--- src/rtl/core/mpnb_pkg.sv ---
// Shared types and constants for the Manhattan path normalize / bounding box block.
`default_nettype none

package mpnb_pkg;

  // Box arithmetic runs in 33 bits; doubled offsets need one more bit
  localparam int BOX_W  = 33;
  localparam int EXT_W  = BOX_W + 1;
  localparam int WABS_W = 32;
  localparam int CNT_W  = 16;
  localparam logic [CNT_W-1:0] CNT_MAX = '1;

  // Configuration register indexes
  localparam int CFG_IDX_W = 2;
  typedef enum logic [CFG_IDX_W-1:0] {
    CFG_PATH_WIDTH = 2'd0,
    CFG_END_STYLE  = 2'd1
  } cfg_idx_t;

  // Result status codes
  typedef enum logic [1:0] {
    ST_OK    = 2'd0,
    ST_DIAG  = 2'd1,
    ST_SHORT = 2'd2
  } status_t;

  // Slots of the coordinate bundle handed from tracker to box unit
  localparam int P_BLX = 0;   // point box low x
  localparam int P_BLY = 1;
  localparam int P_BHX = 2;
  localparam int P_BHY = 3;
  localparam int P_VLO = 4;   // x extent of vertical segments
  localparam int P_VHI = 5;
  localparam int P_HLO = 6;   // y extent of horizontal segments
  localparam int P_HHI = 7;
  localparam int P_FX  = 8;   // first point
  localparam int P_FY  = 9;
  localparam int P_T0X = 10;  // last two normalized points
  localparam int P_T0Y = 11;
  localparam int P_T1X = 12;
  localparam int P_T1Y = 13;
  localparam int NPT   = 14;

  // Per-path flags captured with the final vertex
  typedef struct packed {
    status_t status;
    logic    has_v;
    logic    has_h;
    logic    first_vert;
    logic    first_inc;
  } mpnb_flags_t;

endpackage

`default_nettype wire

--- src/rtl/core/mpnb_track.sv ---
// Path tracker: normalizes incoming vertices and keeps the running path state.
`default_nettype none

module mpnb_track import mpnb_pkg::*; #(
  parameter int CB = 32
) (
  input  logic                   clk,
  input  logic                   rst_n,
  input  logic                   in_valid,
  output logic                   in_ready,
  input  logic signed [CB-1:0]   in_x,
  input  logic signed [CB-1:0]   in_y,
  input  logic                   in_last,
  output logic                   snap_valid,
  input  logic                   snap_ready,
  output mpnb_flags_t            snap_flags,
  output logic [CNT_W-1:0]       snap_count,
  output logic [NPT-1:0][CB-1:0] snap_pts
);

  // Input word register
  logic                 a_valid_r;
  logic                 a_last_r;
  logic signed [CB-1:0] a_x_r, a_y_r;
  logic                 a_go;
  logic                 s_free;

  // Path state
  logic                 have_rp_r, have_rp_nxt;
  logic                 diag_r, diag_nxt;
  logic                 has_v_r, has_v_nxt;
  logic                 has_h_r, has_h_nxt;
  logic [CNT_W-1:0]     cnt_r, cnt_nxt;
  logic signed [CB-1:0] rp_x_r, rp_x_nxt, rp_y_r, rp_y_nxt;
  logic signed [CB-1:0] t0x_r, t0x_nxt, t0y_r, t0y_nxt;
  logic signed [CB-1:0] t1x_r, t1x_nxt, t1y_r, t1y_nxt;
  logic signed [CB-1:0] fx_r, fx_nxt, fy_r, fy_nxt;
  logic                 fvert_r, fvert_nxt, finc_r, finc_nxt;
  logic signed [CB-1:0] blx_r, blx_nxt, bly_r, bly_nxt;
  logic signed [CB-1:0] bhx_r, bhx_nxt, bhy_r, bhy_nxt;
  logic signed [CB-1:0] vlo_r, vlo_nxt, vhi_r, vhi_nxt;
  logic signed [CB-1:0] hlo_r, hlo_nxt, hhi_r, hhi_nxt;

  // Snapshot register
  logic                   snap_valid_r;
  mpnb_flags_t            snap_flags_r, snap_flags_nxt;
  logic [CNT_W-1:0]       snap_count_r, snap_count_nxt;
  logic [NPT-1:0][CB-1:0] snap_pts_r, snap_pts_nxt;

  logic dup, same_x, vcol, hcol, vok, hok, merge;

  // Handshake: a final vertex needs a free snapshot slot
  assign s_free   = !snap_valid_r || snap_ready;
  assign a_go     = a_valid_r && (!a_last_r || s_free);
  assign in_ready = !a_valid_r || a_go;

  always_ff @(posedge clk) begin
    if (!rst_n) begin
      a_valid_r <= 1'b0;
    end else if (in_ready) begin
      a_valid_r <= in_valid;
    end
  end

  always_ff @(posedge clk) begin
    if (in_ready && in_valid) begin
      a_x_r    <= in_x;
      a_y_r    <= in_y;
      a_last_r <= in_last;
    end
  end

  // Point classification against the tail
  assign dup    = (cnt_r != '0) && (a_x_r == t1x_r) && (a_y_r == t1y_r);
  assign same_x = (a_x_r == t1x_r);
  assign vcol   = same_x && (a_x_r == t0x_r);
  assign hcol   = (a_y_r == t1y_r) && (a_y_r == t0y_r);
  assign vok    = !(((a_y_r > t1y_r) && (t1y_r < t0y_r)) ||
                    ((a_y_r < t1y_r) && (t1y_r > t0y_r)));
  assign hok    = !(((a_x_r > t1x_r) && (t1x_r < t0x_r)) ||
                    ((a_x_r < t1x_r) && (t1x_r > t0x_r)));
  assign merge  = (cnt_r >= CNT_W'(2)) && (vcol ? vok : (hcol && hok));

  // Next path state for the word in the input register
  always_comb begin
    have_rp_nxt = 1'b1;
    rp_x_nxt    = a_x_r;
    rp_y_nxt    = a_y_r;
    diag_nxt    = diag_r | (have_rp_r && (a_x_r != rp_x_r) && (a_y_r != rp_y_r));
    has_v_nxt   = has_v_r;
    has_h_nxt   = has_h_r;
    cnt_nxt     = cnt_r;
    t0x_nxt     = t0x_r;
    t0y_nxt     = t0y_r;
    t1x_nxt     = t1x_r;
    t1y_nxt     = t1y_r;
    fx_nxt      = fx_r;
    fy_nxt      = fy_r;
    fvert_nxt   = fvert_r;
    finc_nxt    = finc_r;
    blx_nxt     = blx_r;
    bly_nxt     = bly_r;
    bhx_nxt     = bhx_r;
    bhy_nxt     = bhy_r;
    vlo_nxt     = vlo_r;
    vhi_nxt     = vhi_r;
    hlo_nxt     = hlo_r;
    hhi_nxt     = hhi_r;
    if (!dup) begin
      if (cnt_r == '0) begin
        blx_nxt = a_x_r;
        bhx_nxt = a_x_r;
        bly_nxt = a_y_r;
        bhy_nxt = a_y_r;
      end else begin
        if (a_x_r < blx_r) blx_nxt = a_x_r;
        if (a_y_r < bly_r) bly_nxt = a_y_r;
        if (a_x_r > bhx_r) bhx_nxt = a_x_r;
        if (a_y_r > bhy_r) bhy_nxt = a_y_r;
        // segment extents per orientation
        if (same_x) begin
          if (!has_v_r || (a_x_r < vlo_r)) vlo_nxt = a_x_r;
          if (!has_v_r || (a_x_r > vhi_r)) vhi_nxt = a_x_r;
          has_v_nxt = 1'b1;
        end else begin
          if (!has_h_r || (a_y_r < hlo_r)) hlo_nxt = a_y_r;
          if (!has_h_r || (a_y_r > hhi_r)) hhi_nxt = a_y_r;
          has_h_nxt = 1'b1;
        end
        // first segment fixes the start point and its direction
        if (cnt_r == CNT_W'(1)) begin
          fx_nxt    = t1x_r;
          fy_nxt    = t1y_r;
          fvert_nxt = same_x;
          finc_nxt  = same_x ? (t1y_r < a_y_r) : (t1x_r < a_x_r);
        end
      end
      if (merge) begin
        t1x_nxt = a_x_r;
        t1y_nxt = a_y_r;
      end else begin
        t0x_nxt = t1x_r;
        t0y_nxt = t1y_r;
        t1x_nxt = a_x_r;
        t1y_nxt = a_y_r;
        if (cnt_r != CNT_MAX) cnt_nxt = cnt_r + CNT_W'(1);
      end
    end
  end

  // Control state: cleared after every final vertex
  always_ff @(posedge clk) begin
    if (!rst_n) begin
      have_rp_r <= 1'b0;
      diag_r    <= 1'b0;
      has_v_r   <= 1'b0;
      has_h_r   <= 1'b0;
      cnt_r     <= '0;
    end else if (a_go) begin
      if (a_last_r) begin
        have_rp_r <= 1'b0;
        diag_r    <= 1'b0;
        has_v_r   <= 1'b0;
        has_h_r   <= 1'b0;
        cnt_r     <= '0;
      end else begin
        have_rp_r <= have_rp_nxt;
        diag_r    <= diag_nxt;
        has_v_r   <= has_v_nxt;
        has_h_r   <= has_h_nxt;
        cnt_r     <= cnt_nxt;
      end
    end
  end

  // Coordinate state: only read under the flags above
  always_ff @(posedge clk) begin
    if (a_go) begin
      rp_x_r  <= rp_x_nxt;
      rp_y_r  <= rp_y_nxt;
      t0x_r   <= t0x_nxt;
      t0y_r   <= t0y_nxt;
      t1x_r   <= t1x_nxt;
      t1y_r   <= t1y_nxt;
      fx_r    <= fx_nxt;
      fy_r    <= fy_nxt;
      fvert_r <= fvert_nxt;
      finc_r  <= finc_nxt;
      blx_r   <= blx_nxt;
      bly_r   <= bly_nxt;
      bhx_r   <= bhx_nxt;
      bhy_r   <= bhy_nxt;
      vlo_r   <= vlo_nxt;
      vhi_r   <= vhi_nxt;
      hlo_r   <= hlo_nxt;
      hhi_r   <= hhi_nxt;
    end
  end

  // Snapshot of the finished path
  always_comb begin
    snap_flags_nxt.has_v      = has_v_nxt;
    snap_flags_nxt.has_h      = has_h_nxt;
    snap_flags_nxt.first_vert = fvert_nxt;
    snap_flags_nxt.first_inc  = finc_nxt;
    if (diag_nxt) begin
      snap_flags_nxt.status = ST_DIAG;
    end else if (cnt_nxt < CNT_W'(2)) begin
      snap_flags_nxt.status = ST_SHORT;
    end else begin
      snap_flags_nxt.status = ST_OK;
    end
    snap_count_nxt      = diag_nxt ? '0 : cnt_nxt;
    snap_pts_nxt[P_BLX] = blx_nxt;
    snap_pts_nxt[P_BLY] = bly_nxt;
    snap_pts_nxt[P_BHX] = bhx_nxt;
    snap_pts_nxt[P_BHY] = bhy_nxt;
    snap_pts_nxt[P_VLO] = vlo_nxt;
    snap_pts_nxt[P_VHI] = vhi_nxt;
    snap_pts_nxt[P_HLO] = hlo_nxt;
    snap_pts_nxt[P_HHI] = hhi_nxt;
    snap_pts_nxt[P_FX]  = fx_nxt;
    snap_pts_nxt[P_FY]  = fy_nxt;
    snap_pts_nxt[P_T0X] = t0x_nxt;
    snap_pts_nxt[P_T0Y] = t0y_nxt;
    snap_pts_nxt[P_T1X] = t1x_nxt;
    snap_pts_nxt[P_T1Y] = t1y_nxt;
  end

  always_ff @(posedge clk) begin
    if (!rst_n) begin
      snap_valid_r <= 1'b0;
    end else if (a_go && a_last_r) begin
      snap_valid_r <= 1'b1;
    end else if (snap_ready) begin
      snap_valid_r <= 1'b0;
    end
  end

  always_ff @(posedge clk) begin
    if (a_go && a_last_r) begin
      snap_flags_r <= snap_flags_nxt;
      snap_count_r <= snap_count_nxt;
      snap_pts_r   <= snap_pts_nxt;
    end
  end

  assign snap_valid = snap_valid_r;
  assign snap_flags = snap_flags_r;
  assign snap_count = snap_count_r;
  assign snap_pts   = snap_pts_r;

  // A path with no raw vertex has no normalized points either
  a_empty_path: assert property (@(posedge clk) disable iff (!rst_n)
    !have_rp_r |-> (cnt_r == '0) && !diag_r)
    else $error("normalized points without a raw vertex");

  // The last two normalized points are always distinct
  a_tail_distinct: assert property (@(posedge clk) disable iff (!rst_n)
    (cnt_r >= CNT_W'(2)) |-> ((t0x_r != t1x_r) || (t0y_r != t1y_r)))
    else $error("tail points coincide");

  // A final vertex leaves a cleared path behind
  a_clear_after_last: assert property (@(posedge clk) disable iff (!rst_n)
    (a_go && a_last_r) |=> (cnt_r == '0) && !have_rp_r && !has_v_r && !has_h_r)
    else $error("path state not cleared after final vertex");

endmodule

`default_nettype wire

--- config.mk ---
export PLATFORM = sky130hd
export DESIGN_NAME = mpnb_track
export DESIGN_NICKNAME = d
export VERILOG_FILES = /design/src/rtl/core/mpnb_pkg.sv /design/src/rtl/core/mpnb_track.sv
export SDC_FILE = /design/constraint.sdc
export NUM_CORES = 2
export LEC_CHECK = 0
export BUFFER_PORTS_ARGS = -buffer_cell sky130_fd_sc_hd__buf_4
export CELL_PAD_IN_SITES_DETAIL_PLACEMENT = 0
export CELL_PAD_IN_SITES_GLOBAL_PLACEMENT = 1
export CORE_ASPECT_RATIO = 1.1
export CORE_MARGIN = 2
export CORE_UTILIZATION = 50
export DETAILED_ROUTE_END_ITERATION = 10
export PLACE_DENSITY = 0.88
export RECOVER_POWER = 50
export SLEW_MARGIN = 30
export SYNTH_ARGS = -nofsm -noshare
export SYNTH_HDL_FRONTEND = slang
export SYNTH_SLANG_ARGS = --single-unit
--- constraint.sdc ---
create_clock -name clk -period 41.2 [get_ports clk]
set_clock_uncertainty 0.2 [all_clocks]
set_input_delay 2.06 -clock clk [delete_from_list [all_inputs] [get_ports clk]]
set_output_delay 2.06 -clock clk [all_outputs]
set_load 0.02 [all_outputs]
==> flow_summary.ini <==
[place]
pre_cts_slack_ns = 34.29
finalWeightedCongestion = 0.9051
place_inst = 5214
placed_cell_area_sq_um = 55300
hpwlAfterDp_um = 100800
portBuffers = 540

[yosys]
synth_seq_area_share_pct = 64.41
avgSynthCellArea_sq_um = 14.47
synth_top_area_cell = edfxtp_1
synth_edf_count = 1049
yosys_warnings = 0
yosysMostFrequentCell = edfxtp_1
async_flop_share_pct = 0
synthesis.area_sq_um = 49590
synth_top_area_share_pct = 63.52
synth-main-ff-cell = edfxtp_1
synth_area_leaders = edfxtp_1 64%, ha_1 9.7%, mux2i_1 5.1%
synth.ff_latch_count = 1071
synthCells = 3426
syn-num-nets = 3879
synthDistinctLibCells = 80
synth_commonest_cells = 1049 x edfxtp_1, 399 x inv_1, 384 x ha_1

[detailed_routing]
drt_wl_total_um = 140500
drt_first_iter_violations = 2523
firstDrtPassIters = 5
drc_errors = 0
vias = 30953
wire_per_inst_um = 25.95
vias_per_cell = 5.716
ant_nets = 0

[cts]
cts_root_buf = clkbuf_16
post_cts_buffers = 0
clock_sinks = 1071
numCtsBuffers = 105
cts_tree = yes
cts_resized = 0
clk_latency_ns = 0.70
path_clk_slew_ns = 0.07
cts.path.max_buffers = 3
cts_max_level = 3
cts_hold_buffers = 0

[floorplan]
start_util_pct = 50.24
fp.dieH_um = 334.3
die_x_um = 304.3
die_area_sq_um = 101700
core_area_sq_um = 98710
io_pins = 541
num_rows = 121

[sta]
worst_pin_slew_ns = 8.967
whs_ns = 0.2879
finalHoldViolations = 0
finalSetupTns_ns = 0
clock.fmax_ghz = 0.07348
slew_headroom_pct = -497.8
fin_crit_sh_pct = 33.03
post-route-min-period_ns = 13.61
setup_ws_ns = 27.59
setup_viol = 0
rsz0062_at_grt = false
final_max_slew_viol_count = 668

[cells_and_area]
drive_above_1_share_pct = 9.871
fin_nets = 4484
final_area_sq_um = 56890
largest_reg_flops = 448
postLayoutCoreUtil_pct = 57.63
fin_cells = 5415
area_delta_synth_final_pct = 14.71

[setup_path]
crit_fanout = 125
worstSetupStartpointType = input pin
cp.arrival_ns = 13.49
crit_required_ns = 41.08
critPathCaptureType = flip-flop
worstSetupPathType = input pin to flip-flop

[global_routing]
grt_pass1_wl_um = 204700
antenna_found_initial = 3
grt_pass1_vias = 31055
grt_use_total_pct = 27.28
overflow = 0
grt_max_degree = 181

[status]
violations = max-capacitance violations, max-slew violations
status = finished with violations

[pwr]
total_power_mw = 2.465
powerDensity_nw_per_um2 = 43.33
worst_ir_drop_vdd_v = 0.00003285
power.leakage_nw = 22.64

[flow_run]
drv_cap = 10

[min_path]
hold_path_class = flip-flop to flip-flop
-- logic make-up (layout without fill, tap and decap cells) --
| family | count (synthesis) | count (layout) | synth area share (%) |
|---|---|---|---|
| AOI/OAI and AO/OA | 465 | 465 | 6.098 |
| xor gates and xnor gates | 144 | 144 | 2.543 |
| adders and majority gates | 384 | 384 | 9.689 |
| buffers and inverters | 479 | 1176 | 3.787 |
| DFF | 1071 | 1071 | 64.41 |
| muxes | 386 | 386 | 8.127 |
| other | 0 | 1 | 0 |
| and+or+nand+nor | 497 | 497 | 5.346 |
-- placed cells by master (no fill, tap or decap), drive strengths merged, types with 5 or more instances in the layout --
| cell type | instances |
|---|---|
| a211oi | 9 |
| clkinvlp | 13 |
| nand4b | 6 |
| or2 | 6 |
| xor2 | 88 |
| dfxtp | 22 |
| o21a | 23 |
| nor2b | 23 |
| bufinv | 12 |
| buf | 26 |
| a211o | 5 |
| a21boi | 13 |
| a21oi | 99 |
| nor2 | 67 |
| o211ai | 14 |
| or3 | 12 |
| mux2i | 253 |
| edfxtp | 1049 |
| clkinv | 39 |
| inv | 411 |
| nand2 | 130 |
| xnor2 | 56 |
| nor4 | 41 |
| nand2b | 17 |
| nand4 | 100 |
| o31ai | 7 |
| a21o | 125 |
| nand3 | 33 |
| clkbuf | 675 |
| mux2 | 133 |
| and2 | 5 |
| ha | 384 |
| a31oi | 11 |
| nor3 | 23 |
| and4 | 5 |
| o21ai | 120 |
| and3 | 17 |
-- worst max-delay path, cell delays in order --
cell        delay (ns)
clkbuf_4          0.10
nor2b_1           0.08
nand2_1           0.08
nand2_1           0.34
clkinvlp_2        3.17
clkbuf_1          2.35
clkbuf_1          5.16
-- path summary, 6_finish.rpt --
check	slack [ns]	endpoint	cells after the start	startpoint
max	27.59	blx_r[9]	7	snap_ready
min	0.29	have_rp_r	2	have_rp_r
max reg2reg	28.58	blx_r[9]	6	a_last_r
min reg2reg	0.29	have_rp_r	2	have_rp_r
-- cell type report --
| cell class | count | area (sq um) |
|---|---|---|
| inverter | 400 | 1515 |
| timing repair buffer | 577 | 2440 |
| clock buffer | 124 | 2719 |
| sequential | 1071 | 31940 |
| clock inverter | 75 | 795.8 |
| multi-input combinational | 1876 | 15860 |
| fill | 8095 | 41820 |
| antenna | 1 | 2.502 |
| tap | 1291 | 1615 |
-- where the power goes --
group | leakage, nW | internal, mW | switching, mW
logic | 11.4 | 0.0643 | 0.130
clock network | 1.69 | 0.554 | 0.438
registers | 9.54 | 1.25 | 0.0309
-- metal layers --
metal	vias up	routed length, um	share of wire, %	GRT usage [%]
li1	14032	-	-	-
met1	15275	54410	39	33.81
met2	1372	69140	49	46.85
met3	272	10060	7.2	4.620
met4	2	6904	4.9	12.56
met5	-	7	0.0050	0
Note: power is estimated with default switching activity, not from simulation.
